==> config.mk <==
export PLATFORM = sky130hd
export DESIGN_NAME = script_source_tokenizer
export DESIGN_NICKNAME = d
export VERILOG_FILES = /design/src/design/sst_pkg.sv /design/src/design/sst_front.sv /design/src/design/sst_queue.sv /design/src/design/sst_back.sv /design/src/design/script_source_tokenizer.sv
export VERILOG_INCLUDE_DIRS = /design/src /design/src/design
export SDC_FILE = /design/constraint.sdc
export NUM_CORES = 1
export LEC_CHECK = 0
export BUFFER_PORTS_ARGS = -buffer_cell sky130_fd_sc_hd__buf_2
export CORE_UTILIZATION = 60
export DETAILED_ROUTE_END_ITERATION = 8
export HOLD_SLACK_MARGIN = 0.03
export PLACE_DENSITY = 0.84
export SYNTH_ARGS = -nofsm -noshare
export SYNTH_HDL_FRONTEND = slang
export SYNTH_SLANG_ARGS = --single-unit
export TNS_END_PERCENT = 5
==> constraint.sdc <==
create_clock -name clk -period 7.9 [get_ports clk]
set_input_delay 2.37 -clock clk [delete_from_list [all_inputs] [get_ports clk]]
set_output_delay 2.37 -clock clk [all_outputs]
set_load 0.01 [all_outputs]
==> src/design/script_source_tokenizer_defines.svh <==
// ----------------------------------------------------------------------------
// script_source_tokenizer_defines.svh
// Assertion macros used by the tokenizer queue module.
// ----------------------------------------------------------------------------
`ifndef SCRIPT_SOURCE_TOKENIZER_DEFINES_SVH
`define SCRIPT_SOURCE_TOKENIZER_DEFINES_SVH

// Clocked assertion that is switched off while reset is held.
`define SST_ASSERT(lbl, prop, msg) \
    lbl: assert property (@(posedge clk) disable iff (!rst_n) prop) else $error(msg);

// Clocked assertion that also holds during reset.
`define SST_ASSERT_ALWAYS(lbl, prop, msg) \
    lbl: assert property (@(posedge clk) prop) else $error(msg);

`endif

==> src/design/sst_pkg.sv <==
// ----------------------------------------------------------------------------
// sst_pkg
// Types, token kinds, character codes and keyword tables of the tokenizer.
// ----------------------------------------------------------------------------
package sst_pkg;

    localparam int LEN_W   = 12;
    localparam int LEN_MAX = (1 << LEN_W) - 1;

    // Result group queue between the front and the back.
    localparam int Q_DEPTH = 4;
    localparam int Q_AW    = $clog2(Q_DEPTH);
    localparam int Q_CW    = $clog2(Q_DEPTH + 1);

    // Token kinds.
    localparam logic [3:0] K_ID      = 4'd0;
    localparam logic [3:0] K_KEY     = 4'd1;
    localparam logic [3:0] K_INT     = 4'd2;
    localparam logic [3:0] K_FLOAT   = 4'd3;
    localparam logic [3:0] K_STR     = 4'd4;
    localparam logic [3:0] K_SHARP   = 4'd5;
    localparam logic [3:0] K_COLON   = 4'd6;
    localparam logic [3:0] K_IN      = 4'd7;
    localparam logic [3:0] K_EOL     = 4'd8;
    localparam logic [3:0] K_PLUS    = 4'd9;
    localparam logic [3:0] K_MINUS   = 4'd10;
    localparam logic [3:0] K_LPAREN  = 4'd11;
    localparam logic [3:0] K_RPAREN  = 4'd12;
    localparam logic [3:0] K_EOF     = 4'd13;
    localparam logic [3:0] K_ILLEGAL = 4'd14;
    localparam logic [3:0] K_UNTERM  = 4'd15;

    // Character codes.
    localparam logic [7:0] CH_NUL   = 8'h00;
    localparam logic [7:0] CH_TAB   = 8'h09;
    localparam logic [7:0] CH_LF    = 8'h0A;
    localparam logic [7:0] CH_CR    = 8'h0D;
    localparam logic [7:0] CH_SPACE = 8'h20;
    localparam logic [7:0] CH_QUOTE = 8'h22;
    localparam logic [7:0] CH_SHARP = 8'h23;
    localparam logic [7:0] CH_LPAR  = 8'h28;
    localparam logic [7:0] CH_RPAR  = 8'h29;
    localparam logic [7:0] CH_PLUS  = 8'h2B;
    localparam logic [7:0] CH_MINUS = 8'h2D;
    localparam logic [7:0] CH_DOT   = 8'h2E;
    localparam logic [7:0] CH_COLON = 8'h3A;
    localparam logic [7:0] CH_SEMI  = 8'h3B;
    localparam logic [7:0] CH_US    = 8'h5F;

    // Keyword text, left aligned in nine byte slots.
    localparam logic [71:0] KW_NAMESPACE = "namespace";
    localparam logic [71:0] KW_EXTENDS   = {"extends", 16'h0000};
    localparam logic [71:0] KW_INCLUDE   = {"include", 16'h0000};

    typedef enum logic [5:0] {
        M_IDLE   = 6'b000001,
        M_IDENT  = 6'b000010,
        M_NUMBER = 6'b000100,
        M_STRING = 6'b001000,
        M_COLON  = 6'b010000,
        M_HALT   = 6'b100000
    } mode_t;

    typedef struct packed {
        logic [3:0]       kind;
        logic [15:0]      start;
        logic [LEN_W-1:0] len;
        logic [1:0]       kwi;
        logic [7:0]       bad;
    } res_t;

    // All results caused by one source byte.
    typedef struct packed {
        logic [1:0]     n;
        res_t [2:0]     r;
    } grp_t;

    typedef struct packed {
        logic full;
        logic empty;
    } q_stat_t;

    function automatic logic is_alpha(logic [7:0] c);
        return (c >= "a" && c <= "z") || (c >= "A" && c <= "Z") || c == CH_US;
    endfunction

    function automatic logic is_digit(logic [7:0] c);
        return c >= "0" && c <= "9";
    endfunction

    function automatic logic [3:0] kw_len(logic [1:0] k);
        logic [3:0] l;
        case (k)
            2'd0:    l = 4'd9;
            2'd1:    l = 4'd7;
            2'd2:    l = 4'd7;
            default: l = 4'd0;
        endcase
        return l;
    endfunction

    function automatic logic [7:0] kw_char(logic [1:0] k, logic [3:0] idx);
        logic [71:0] w;
        logic [6:0]  b;
        case (k)
            2'd0:    w = KW_NAMESPACE;
            2'd1:    w = KW_EXTENDS;
            2'd2:    w = KW_INCLUDE;
            default: w = '0;
        endcase
        if (idx > 4'd8) begin
            return 8'h00;
        end
        b = 7'd64 - {idx, 3'b000};
        return w[b +: 8];
    endfunction

endpackage

==> src/design/sst_front.sv <==
// ----------------------------------------------------------------------------
// sst_front
// Scanner state and per-byte classification; builds the result group of
// every accepted byte.
// ----------------------------------------------------------------------------
module sst_front #(
    parameter int MAX_SOURCE    = 65536,
    parameter int MAX_TOKEN_LEN = 4095
) (
    input  logic                clk,
    input  logic                rst_n,
    input  logic                accept,
    input  logic [7:0]          ch,
    input  logic                last,
    output logic                push,
    output sst_pkg::grp_t       grp
);

    localparam int POS_W = $clog2(MAX_SOURCE);
    localparam int CAP_I = (MAX_TOKEN_LEN < sst_pkg::LEN_MAX) ? MAX_TOKEN_LEN
                                                               : sst_pkg::LEN_MAX;
    localparam logic [sst_pkg::LEN_W-1:0] LEN_CAP = sst_pkg::LEN_W'(CAP_I);
    localparam logic [POS_W-1:0]          POS_TOP = POS_W'(MAX_SOURCE - 1);

    typedef struct packed {
        logic          emit;
        logic          ok;
        sst_pkg::res_t r;
    } flush_t;

    sst_pkg::mode_t               mode_reg, mode_next;
    logic [POS_W-1:0]             pos_reg, pos_next;
    logic [POS_W-1:0]             start_reg, start_next;
    logic [sst_pkg::LEN_W-1:0]    len_reg, len_next;
    logic                         dec_reg, dec_next;
    logic [2:0]                   alive_reg, alive_next;

    function automatic sst_pkg::res_t mk(logic [3:0] kind, logic [POS_W-1:0] at,
                                         logic [sst_pkg::LEN_W-1:0] len,
                                         logic [1:0] kwi, logic [7:0] bad);
        sst_pkg::res_t    r;
        logic [POS_W+15:0] ext;
        ext     = {16'h0000, at};
        r.kind  = kind;
        r.start = ext[15:0];
        r.len   = len;
        r.kwi   = kwi;
        r.bad   = bad;
        return r;
    endfunction

    function automatic sst_pkg::grp_t add(sst_pkg::grp_t g, sst_pkg::res_t r);
        if (g.n < 2'd3) begin
            g.r[g.n] = r;
            g.n      = g.n + 2'd1;
        end
        return g;
    endfunction

    function automatic logic [sst_pkg::LEN_W-1:0] grow(logic [sst_pkg::LEN_W-1:0] l);
        return (l < LEN_CAP) ? l + 1'b1 : l;
    endfunction

    // Drop every keyword whose next character is not c.
    function automatic logic [2:0] track(logic [2:0] al, logic [sst_pkg::LEN_W-1:0] tl,
                                         logic [7:0] c);
        for (int k = 0; k < 3; k++) begin
            if (al[k] && (tl >= {8'h00, sst_pkg::kw_len(2'(k))} ||
                          sst_pkg::kw_char(2'(k), tl[3:0]) != c)) begin
                al[k] = 1'b0;
            end
        end
        return al;
    endfunction

    function automatic flush_t flush(sst_pkg::mode_t m, logic [POS_W-1:0] ts,
                                     logic [sst_pkg::LEN_W-1:0] tl, logic [2:0] al,
                                     logic dc);
        flush_t f;
        logic   found;
        f.emit = 1'b0;
        f.ok   = 1'b1;
        f.r    = '0;
        found  = 1'b0;
        unique case (m)
            sst_pkg::M_IDENT:
            begin
                f.emit = 1'b1;
                f.r    = mk(sst_pkg::K_ID, ts, tl, 2'd0, 8'h00);
                for (int k = 0; k < 3; k++) begin
                    if (!found && al[k] && tl == {8'h00, sst_pkg::kw_len(2'(k))}) begin
                        f.r   = mk(sst_pkg::K_KEY, ts, tl, 2'(k), 8'h00);
                        found = 1'b1;
                    end
                end
            end
            sst_pkg::M_NUMBER:
            begin
                f.emit = 1'b1;
                f.r    = mk(dc ? sst_pkg::K_FLOAT : sst_pkg::K_INT, ts, tl, 2'd0, 8'h00);
            end
            sst_pkg::M_COLON:
            begin
                f.emit = 1'b1;
                f.r    = mk(sst_pkg::K_COLON, ts, 12'd1, 2'd0, 8'h00);
            end
            sst_pkg::M_STRING:
            begin
                f.emit = 1'b1;
                f.ok   = 1'b0;
                f.r    = mk(sst_pkg::K_UNTERM, ts, tl, 2'd0, 8'h00);
            end
            default:
            begin
            end
        endcase
        return f;
    endfunction

    always_comb
    begin
        sst_pkg::mode_t            m;
        logic [POS_W-1:0]          ts;
        logic [POS_W-1:0]          pn;
        logic [sst_pkg::LEN_W-1:0] tl;
        logic                      dc;
        logic [2:0]                al;
        logic                      used;
        logic [3:0]                sk;
        logic                      single;
        flush_t                    f;
        sst_pkg::grp_t             g;

        g    = '0;
        m    = mode_reg;
        ts   = start_reg;
        tl   = len_reg;
        dc   = dec_reg;
        al   = alive_reg;
        pn   = pos_reg;
        used = 1'b0;
        sk   = sst_pkg::K_ID;

        if (m != sst_pkg::M_HALT) begin
            if (ch == sst_pkg::CH_NUL) begin
                f = flush(m, ts, tl, al, dc);
                if (f.emit) g = add(g, f.r);
                if (f.ok) g = add(g, mk(sst_pkg::K_EOF, pos_reg, 12'd0, 2'd0, 8'h00));
                m = sst_pkg::M_HALT;
            end else begin
                // Continue the token in progress.
                unique case (m)
                    sst_pkg::M_IDENT:
                    begin
                        if (sst_pkg::is_alpha(ch)) begin
                            al   = track(al, tl, ch);
                            tl   = grow(tl);
                            used = 1'b1;
                        end else begin
                            f = flush(m, ts, tl, al, dc);
                            if (f.emit) g = add(g, f.r);
                            m = sst_pkg::M_IDLE;
                        end
                    end
                    sst_pkg::M_NUMBER:
                    begin
                        if (sst_pkg::is_digit(ch)) begin
                            tl   = grow(tl);
                            used = 1'b1;
                        end else if (ch == sst_pkg::CH_DOT && !dc) begin
                            dc   = 1'b1;
                            tl   = grow(tl);
                            used = 1'b1;
                        end else begin
                            // A second dot ends the number and is dropped.
                            used = (ch == sst_pkg::CH_DOT);
                            f = flush(m, ts, tl, al, dc);
                            if (f.emit) g = add(g, f.r);
                            m = sst_pkg::M_IDLE;
                        end
                    end
                    sst_pkg::M_STRING:
                    begin
                        tl   = grow(tl);
                        used = 1'b1;
                        if (ch == sst_pkg::CH_QUOTE) begin
                            g = add(g, mk(sst_pkg::K_STR, ts, tl, 2'd0, 8'h00));
                            m = sst_pkg::M_IDLE;
                        end
                    end
                    sst_pkg::M_COLON:
                    begin
                        if (ch == sst_pkg::CH_COLON) begin
                            g    = add(g, mk(sst_pkg::K_IN, ts, 12'd2, 2'd0, 8'h00));
                            m    = sst_pkg::M_IDLE;
                            used = 1'b1;
                        end else begin
                            f = flush(m, ts, tl, al, dc);
                            if (f.emit) g = add(g, f.r);
                            m = sst_pkg::M_IDLE;
                        end
                    end
                    default:
                    begin
                    end
                endcase

                // Start a new token from this byte; white space is skipped.
                if (!used) begin
                    single = 1'b1;
                    unique case (ch)
                        sst_pkg::CH_SHARP: sk = sst_pkg::K_SHARP;
                        sst_pkg::CH_SEMI:  sk = sst_pkg::K_EOL;
                        sst_pkg::CH_PLUS:  sk = sst_pkg::K_PLUS;
                        sst_pkg::CH_MINUS: sk = sst_pkg::K_MINUS;
                        sst_pkg::CH_LPAR:  sk = sst_pkg::K_LPAREN;
                        sst_pkg::CH_RPAR:  sk = sst_pkg::K_RPAREN;
                        default:           single = 1'b0;
                    endcase
                    if (ch == sst_pkg::CH_SPACE || ch == sst_pkg::CH_TAB ||
                        ch == sst_pkg::CH_LF || ch == sst_pkg::CH_CR) begin
                        m = m;
                    end else if (ch == sst_pkg::CH_QUOTE || sst_pkg::is_alpha(ch) ||
                                 sst_pkg::is_digit(ch) || ch == sst_pkg::CH_COLON) begin
                        ts = pos_reg;
                        tl = 12'd1;
                        dc = 1'b0;
                        al = 3'b111;
                        if (ch == sst_pkg::CH_QUOTE) begin
                            m = sst_pkg::M_STRING;
                        end else if (sst_pkg::is_alpha(ch)) begin
                            m  = sst_pkg::M_IDENT;
                            al = track(3'b111, 12'd0, ch);
                        end else if (sst_pkg::is_digit(ch)) begin
                            m = sst_pkg::M_NUMBER;
                        end else begin
                            m = sst_pkg::M_COLON;
                        end
                    end else if (single) begin
                        g = add(g, mk(sk, pos_reg, 12'd1, 2'd0, 8'h00));
                    end else begin
                        g = add(g, mk(sst_pkg::K_ILLEGAL, pos_reg, 12'd1, 2'd0, ch));
                        m = sst_pkg::M_HALT;
                    end
                end

                pn = (pos_reg == POS_TOP) ? '0 : pos_reg + 1'b1;

                if (last && m != sst_pkg::M_HALT) begin
                    f = flush(m, ts, tl, al, dc);
                    if (f.emit) g = add(g, f.r);
                    if (f.ok) g = add(g, mk(sst_pkg::K_EOF, pn, 12'd0, 2'd0, 8'h00));
                    m = sst_pkg::M_HALT;
                end
            end
        end

        grp = g;

        if (last) begin
            mode_next  = sst_pkg::M_IDLE;
            pos_next   = '0;
            start_next = '0;
            len_next   = '0;
            dec_next   = 1'b0;
            alive_next = 3'b111;
        end else begin
            mode_next  = m;
            pos_next   = pn;
            start_next = ts;
            len_next   = tl;
            dec_next   = dc;
            alive_next = al;
        end
    end

    assign push = accept && (grp.n != 2'd0);

    always_ff @(posedge clk or negedge rst_n)
    begin
        if (!rst_n) begin
            mode_reg  <= sst_pkg::M_IDLE;
            pos_reg   <= '0;
            start_reg <= '0;
            len_reg   <= '0;
            dec_reg   <= 1'b0;
            alive_reg <= 3'b111;
        end else if (accept) begin
            mode_reg  <= mode_next;
            pos_reg   <= pos_next;
            start_reg <= start_next;
            len_reg   <= len_next;
            dec_reg   <= dec_next;
            alive_reg <= alive_next;
        end
    end

endmodule

==> src/design/sst_queue.sv <==
// ----------------------------------------------------------------------------
// sst_queue
// Short queue of result groups between the front and the back.
// ----------------------------------------------------------------------------
`include "script_source_tokenizer_defines.svh"

module sst_queue (
    input  logic              clk,
    input  logic              rst_n,
    input  logic              push,
    input  sst_pkg::grp_t     push_grp,
    input  logic              pop,
    output sst_pkg::grp_t     head,
    output sst_pkg::q_stat_t  stat
);

    sst_pkg::grp_t                 mem_reg [sst_pkg::Q_DEPTH];
    logic [sst_pkg::Q_AW-1:0]      wr_reg, wr_next;
    logic [sst_pkg::Q_AW-1:0]      rd_reg, rd_next;
    logic [sst_pkg::Q_CW-1:0]      count_reg, count_next;

    localparam logic [sst_pkg::Q_AW-1:0] PTR_TOP = sst_pkg::Q_AW'(sst_pkg::Q_DEPTH - 1);
    localparam logic [sst_pkg::Q_CW-1:0] CNT_TOP = sst_pkg::Q_CW'(sst_pkg::Q_DEPTH);

    always_comb
    begin
        wr_next    = wr_reg;
        rd_next    = rd_reg;
        count_next = count_reg;
        if (push) begin
            wr_next = (wr_reg == PTR_TOP) ? '0 : wr_reg + 1'b1;
        end
        if (pop) begin
            rd_next = (rd_reg == PTR_TOP) ? '0 : rd_reg + 1'b1;
        end
        if (push && !pop) begin
            count_next = count_reg + 1'b1;
        end else if (pop && !push) begin
            count_next = count_reg - 1'b1;
        end
    end

    always_ff @(posedge clk)
    begin
        if (push) begin
            mem_reg[wr_reg] <= push_grp;
        end
    end

    always_ff @(posedge clk or negedge rst_n)
    begin
        if (!rst_n) begin
            wr_reg    <= '0;
            rd_reg    <= '0;
            count_reg <= '0;
        end else begin
            wr_reg    <= wr_next;
            rd_reg    <= rd_next;
            count_reg <= count_next;
        end
    end

    assign head       = mem_reg[rd_reg];
    assign stat.full  = (count_reg == CNT_TOP);
    assign stat.empty = (count_reg == '0);

    `SST_ASSERT(a_no_overflow, push |-> count_reg < CNT_TOP, "group pushed into full queue")
    `SST_ASSERT(a_no_underflow, pop |-> count_reg != '0, "group popped from empty queue")
    `SST_ASSERT(a_count_up, (push && !pop) |=> count_reg == $past(count_reg) + 1'b1, "count slip")
    `SST_ASSERT(a_count_range, count_reg <= CNT_TOP, "count beyond queue depth")

endmodule

==> src/design/sst_back.sv <==
// ----------------------------------------------------------------------------
// sst_back
// Takes result groups apart and presents one result at a time from an
// output register.
// ----------------------------------------------------------------------------
module sst_back (
    input  logic                        clk,
    input  logic                        rst_n,
    input  sst_pkg::grp_t               head,
    input  sst_pkg::q_stat_t            stat,
    output logic                        pop,
    output logic                        out_valid,
    input  logic                        out_ready,
    output logic [3:0]                  kind,
    output logic [15:0]                 start_pos,
    output logic [sst_pkg::LEN_W-1:0]   token_len,
    output logic [1:0]                  keyword_index,
    output logic [7:0]                  bad_char,
    output logic                        run_last
);

    logic [1:0]     idx_reg, idx_next;
    logic           valid_reg, valid_next;
    sst_pkg::res_t  res_reg;
    logic           last_reg;
    logic           load;
    logic           final_one;

    assign load      = !stat.empty && (!valid_reg || out_ready);
    assign final_one = (idx_reg == head.n - 2'd1);
    assign pop       = load && final_one;

    always_comb
    begin
        idx_next   = idx_reg;
        valid_next = valid_reg;
        if (load) begin
            idx_next   = final_one ? 2'd0 : idx_reg + 2'd1;
            valid_next = 1'b1;
        end else if (out_ready) begin
            valid_next = 1'b0;
        end
    end

    always_ff @(posedge clk or negedge rst_n)
    begin
        if (!rst_n) begin
            idx_reg   <= 2'd0;
            valid_reg <= 1'b0;
        end else begin
            idx_reg   <= idx_next;
            valid_reg <= valid_next;
        end
    end

    always_ff @(posedge clk)
    begin
        if (load) begin
            res_reg  <= head.r[idx_reg];
            last_reg <= final_one;
        end
    end

    assign out_valid     = valid_reg;
    assign kind          = res_reg.kind;
    assign start_pos     = res_reg.start;
    assign token_len     = res_reg.len;
    assign keyword_index = res_reg.kwi;
    assign bad_char      = res_reg.bad;
    assign run_last      = last_reg;

endmodule

==> src/design/script_source_tokenizer.sv <==
// ----------------------------------------------------------------------------
// script_source_tokenizer
// Streaming tokenizer: source bytes in, tokens (kind, start, length, keyword
// index, offending byte) out.
// ----------------------------------------------------------------------------
//  Channel  Handshake            Payload
//  in       in_valid / in_ready  ch, last
//  out      out_valid/ out_ready kind, start_pos, token_len, keyword_index,
//                                bad_char, run_last
//
//  One source byte is taken per cycle while the queue is not full; the front
//  scanner updates its state in the cycle of the request and writes all
//  results of that byte as one group. The back hands out one result per cycle
//  while out_ready is high, so a byte with two or three results is serialized;
//  the four-group queue absorbs bursts ahead of the output register. in_ready
//  falls only when the queue is full; reset clears scanner state, queue
//  pointers and the output valid flag, with no clearing pass.
// ----------------------------------------------------------------------------
module script_source_tokenizer #(
    parameter int MAX_SOURCE    = 65536,
    parameter int MAX_TOKEN_LEN = 4095
) (
    input  logic        clk,
    input  logic        rst_n,
    input  logic        in_valid,
    output logic        in_ready,
    input  logic [7:0]  ch,
    input  logic        last,
    output logic        out_valid,
    input  logic        out_ready,
    output logic [3:0]  kind,
    output logic [15:0] start_pos,
    output logic [11:0] token_len,
    output logic [1:0]  keyword_index,
    output logic [7:0]  bad_char,
    output logic        run_last
);

    logic              accept;
    logic              push;
    logic              pop;
    sst_pkg::grp_t     grp;
    sst_pkg::grp_t     head;
    sst_pkg::q_stat_t  stat;

    // The front only stalls on a full queue, never on the output side.
    assign in_ready = !stat.full;
    assign accept   = in_valid && in_ready;

    // Front: scanner state and classification of each byte.
    sst_front #(
        .MAX_SOURCE    (MAX_SOURCE),
        .MAX_TOKEN_LEN (MAX_TOKEN_LEN)
    ) u_front (
        .clk    (clk),
        .rst_n  (rst_n),
        .accept (accept),
        .ch     (ch),
        .last   (last),
        .push   (push),
        .grp    (grp)
    );

    // Queue of result groups; bytes without results are not stored.
    sst_queue u_queue (
        .clk      (clk),
        .rst_n    (rst_n),
        .push     (push),
        .push_grp (grp),
        .pop      (pop),
        .head     (head),
        .stat     (stat)
    );

    // Back: serializes each group onto the output register.
    sst_back u_back (
        .clk           (clk),
        .rst_n         (rst_n),
        .head          (head),
        .stat          (stat),
        .pop           (pop),
        .out_valid     (out_valid),
        .out_ready     (out_ready),
        .kind          (kind),
        .start_pos     (start_pos),
        .token_len     (token_len),
        .keyword_index (keyword_index),
        .bad_char      (bad_char),
        .run_last      (run_last)
    );

endmodule
==> results.md <==
* Fraction of the yosys area taken by sequential cells at 0.625
* Worst setup path end: u_queue.mem_reg[2][46]
* Most common cell after layout, fill and taps aside: edfxtp_1
* Layout area overhead at 11.6%
* Final instance area at 30,900 um2
* Register share of total power at 0.450
* Clock power share at 0.257
* Worst slew margin at 0.212
* # rows at 78
* Area fraction of the dominant cell type after synthesis at 0.567
* Area contributors post-synth: edfxtp_1 (57%), mux4_2 (9.8%), dfrtp_1 (5.4%)
* Startpoint types: primary input
* Final setup violation count at 0
* CP Max Fanout at 21
* CTS Hold Bufs at 0
* Clk root buf: clkbuf_16
* Worst R2R Setup Slack at 2.51 ns
* Mapped Area at 27,700 um2
* Flops & latches, synth at 587
* Fin worst setup slack at 1.19 ns
* Final hold violations at 0
* Cell-internal power at 6.89 mW
* Yosys Warn Count at 0
* Worst-Skew Late Latency at 0.58 ns
* WL final at 75,700 um
* Worst Clk Skew at 0.0207 ns
* Largest net degree at the start of global routing at 83
* Total GRT Usage at 0.327
* Max FFs per register at 480
* Slew Limit Fails at 0
* Initial Util at 0.609
* Fill count at 2,936
* Setup WS pre-CTS at 0.689 ns
* Final GP Congestion at 0.972
* Drc violations at 0
* DR iter-0 viols at 2,831
* Synth Area per Inst at 13.7 um2
* Die width at 217 um
* Worst r2r path cells at 13
* FFs w/ async S/R, synth at 0.109
* Combinational share of power at 0.293
* Kind of critical path: in2reg
* Most common flop cell mapped by yosys: edfxtp_1
* WP data required at 8.14 ns
* Final core area utilization at 0.679
* Post-CTS Resized at 0
* Measured slew at the worst slew-check pin at 1.18 ns
* CTS buffer count at 53
* Area post-placement at 29,100 um2
* Crit path time final at 6.71 ns
* H-tree Lvls at 2
* Lkg Pwr at 10.7 nW
* GRT overflow at 0
* Max-cap violations at 0
* Antenna-violating nets left at 0
* Pre-antenna DRT Iters at 8
* Dpl cells at 2,683
* Post-Syn Instances at 2,016
* CTS tree: done
* Vias per cell at 6.76
* Status: finished, final reports clean
* Post-synth EDFFs at 523
* Hold WC Path Type: reg2reg
* Cell Pwr Density at 330 nW/um2
* RSZ-0062 raised after global routing: no
* Psw at 3.30 mW
* Synth unique cells at 105
* CP Data Arrival Time at 6.95 ns
* Detailed-route wire length per cell at 27.2 um
* First-pass GRT wire length at 115,000 um
* Critical Path Start: ch[2]
* # port buffers at 57
* Peak Freq at 149 MHz
* Worst-path clk slew at 0.06 ns
* Post-CTS Setup Bufs at 0
* Core Box Area at 45,500 um2
* Sw Share at 0.324
* Initial antenna violation count at 2
* Final period util at 0.849
* Min-delay src: u_queue.count_reg[2]
* Reg-to-reg critical path startpoint: u_front.mode_reg[1]
* Die area at 47,000 um2
* Storage element area at 17,300 um2
* Vias in the first global route at 18,700
* Detail Placement HPWL at 46,200 um
* Crit end category: register
* Die Ht at 217 um
* Commonest non-fill, non-tap cells in the layout: edfxtp_1 (523), nand2_1 (232), mux4_2 (120)
* FF-to-FF End: u_queue.mem_reg[2][46]
* Top Ports at 58
* Sink Count at 587
* Area taken by multi-input logic gates at 10,100 um2
* Layout Nets at 2,169
* DR vias at 18,800
* Fin cells at 2,783
* WHS at 0.530 ns
* Layout cells sized above 1 at 0.178
* Cell accounting for the most synthesized area: edfxtp_1
* Longest Clk Path Bufs at 3
* VDD IR max at 0.000254 V
cells in the mapped netlist (all sizes together) (12+ instances only):
master and count:
nor3 41, edfxtp 523, nand2 235, a21oi 90, a311oi 14, and2 27, nand4 13, xnor2 18
mux2i 61, a211oi 15, nand3 58, a22oi 22, buf 44, mux4 120, a221oi 12, o211ai 13
inv 24, clkbuf 108, dfrtp 60, nor2 121, xor2 19, o21ai 124, and3 16, nor4 12
a22o 31, ha 17
metal layers:
metal	share of wire	track usage	vias to the layer above	wire, um
met5	0.00017	0	-	13
met4	0.029	0.0958	2	2170
met3	0.11	0.0671	204	8400
li1	-	-	7953	-
met2	0.48	0.523	1298	36200
met1	0.38	0.459	9366	28900
per-stage QoR:
| step | setup TNS [ns] | total power, mW |
|---|---|---|
| after floorplan | -419.98 | 6.52 |
| after global placement | 0 | 7.36 |
| after detailed placement | 0 | 7.52 |
| after CTS | 0 | 10.2 |
| after global routing | 0 | 10.6 |
| final | 0 | 10.2 |
area by class of cell:
class                           instances  area share
Clock buffer                           71      0.0484
Tap cell                              600      0.0243
Timing Repair Buffer                  116      0.0276
Clock inverter                         28     0.00879
Sequential cell                       587       0.561
Multi-Input combinational cell       1355       0.327
Inverter                               25     0.00304
Antenna cell                            1   0.0000810
logic make-up after synthesis:
family	share of synthesized area
compound gates	0.104
xor+xnor	0.0117
fa+ha+maj	0.00841
buf+inv	0.0255
flops	0.625
mux	0.124
other cells	0.000135
simple gates	0.101
critical path, cell delays in order:
cell and delay (ns):
buf_2 0.34, nor2b_1 0.41, a21oi_1 0.09, o311a_1 0.32
and3_1 0.26, nor2_2 0.47, a32oi_4 0.18, xnor2_1 0.31
a211oi_2 0.11, buf_4 0.21, o211ai_2 0.62, nand2_1 0.16
buf_4 0.22, nor4_1 0.84
power by group through the flow:
stage	logic [mW]	registers [mW]	clock network [mW]
final	2.98	4.58	2.62
after global routing	3.17	4.63	2.76
after CTS	2.97	4.58	2.64
after detailed placement	2.90	4.61	0
after global placement	2.82	4.54	0
after floorplan	2.06	4.46	0
how the worst min path moves through the flow:
stage	to	slack [ns]	depth (start not counted)
floorplan	u_queue.count_reg[2]	0.46	1
global placement	u_queue.count_reg[2]	0.49	1
detailed placement	u_queue.count_reg[2]	0.50	1
CTS	u_front.alive_reg[0]	0.52	2
global route	u_front.alive_reg[0]	0.54	2
finish	u_queue.count_reg[2]	0.53	1
Power figures use the tool's default switching activity.
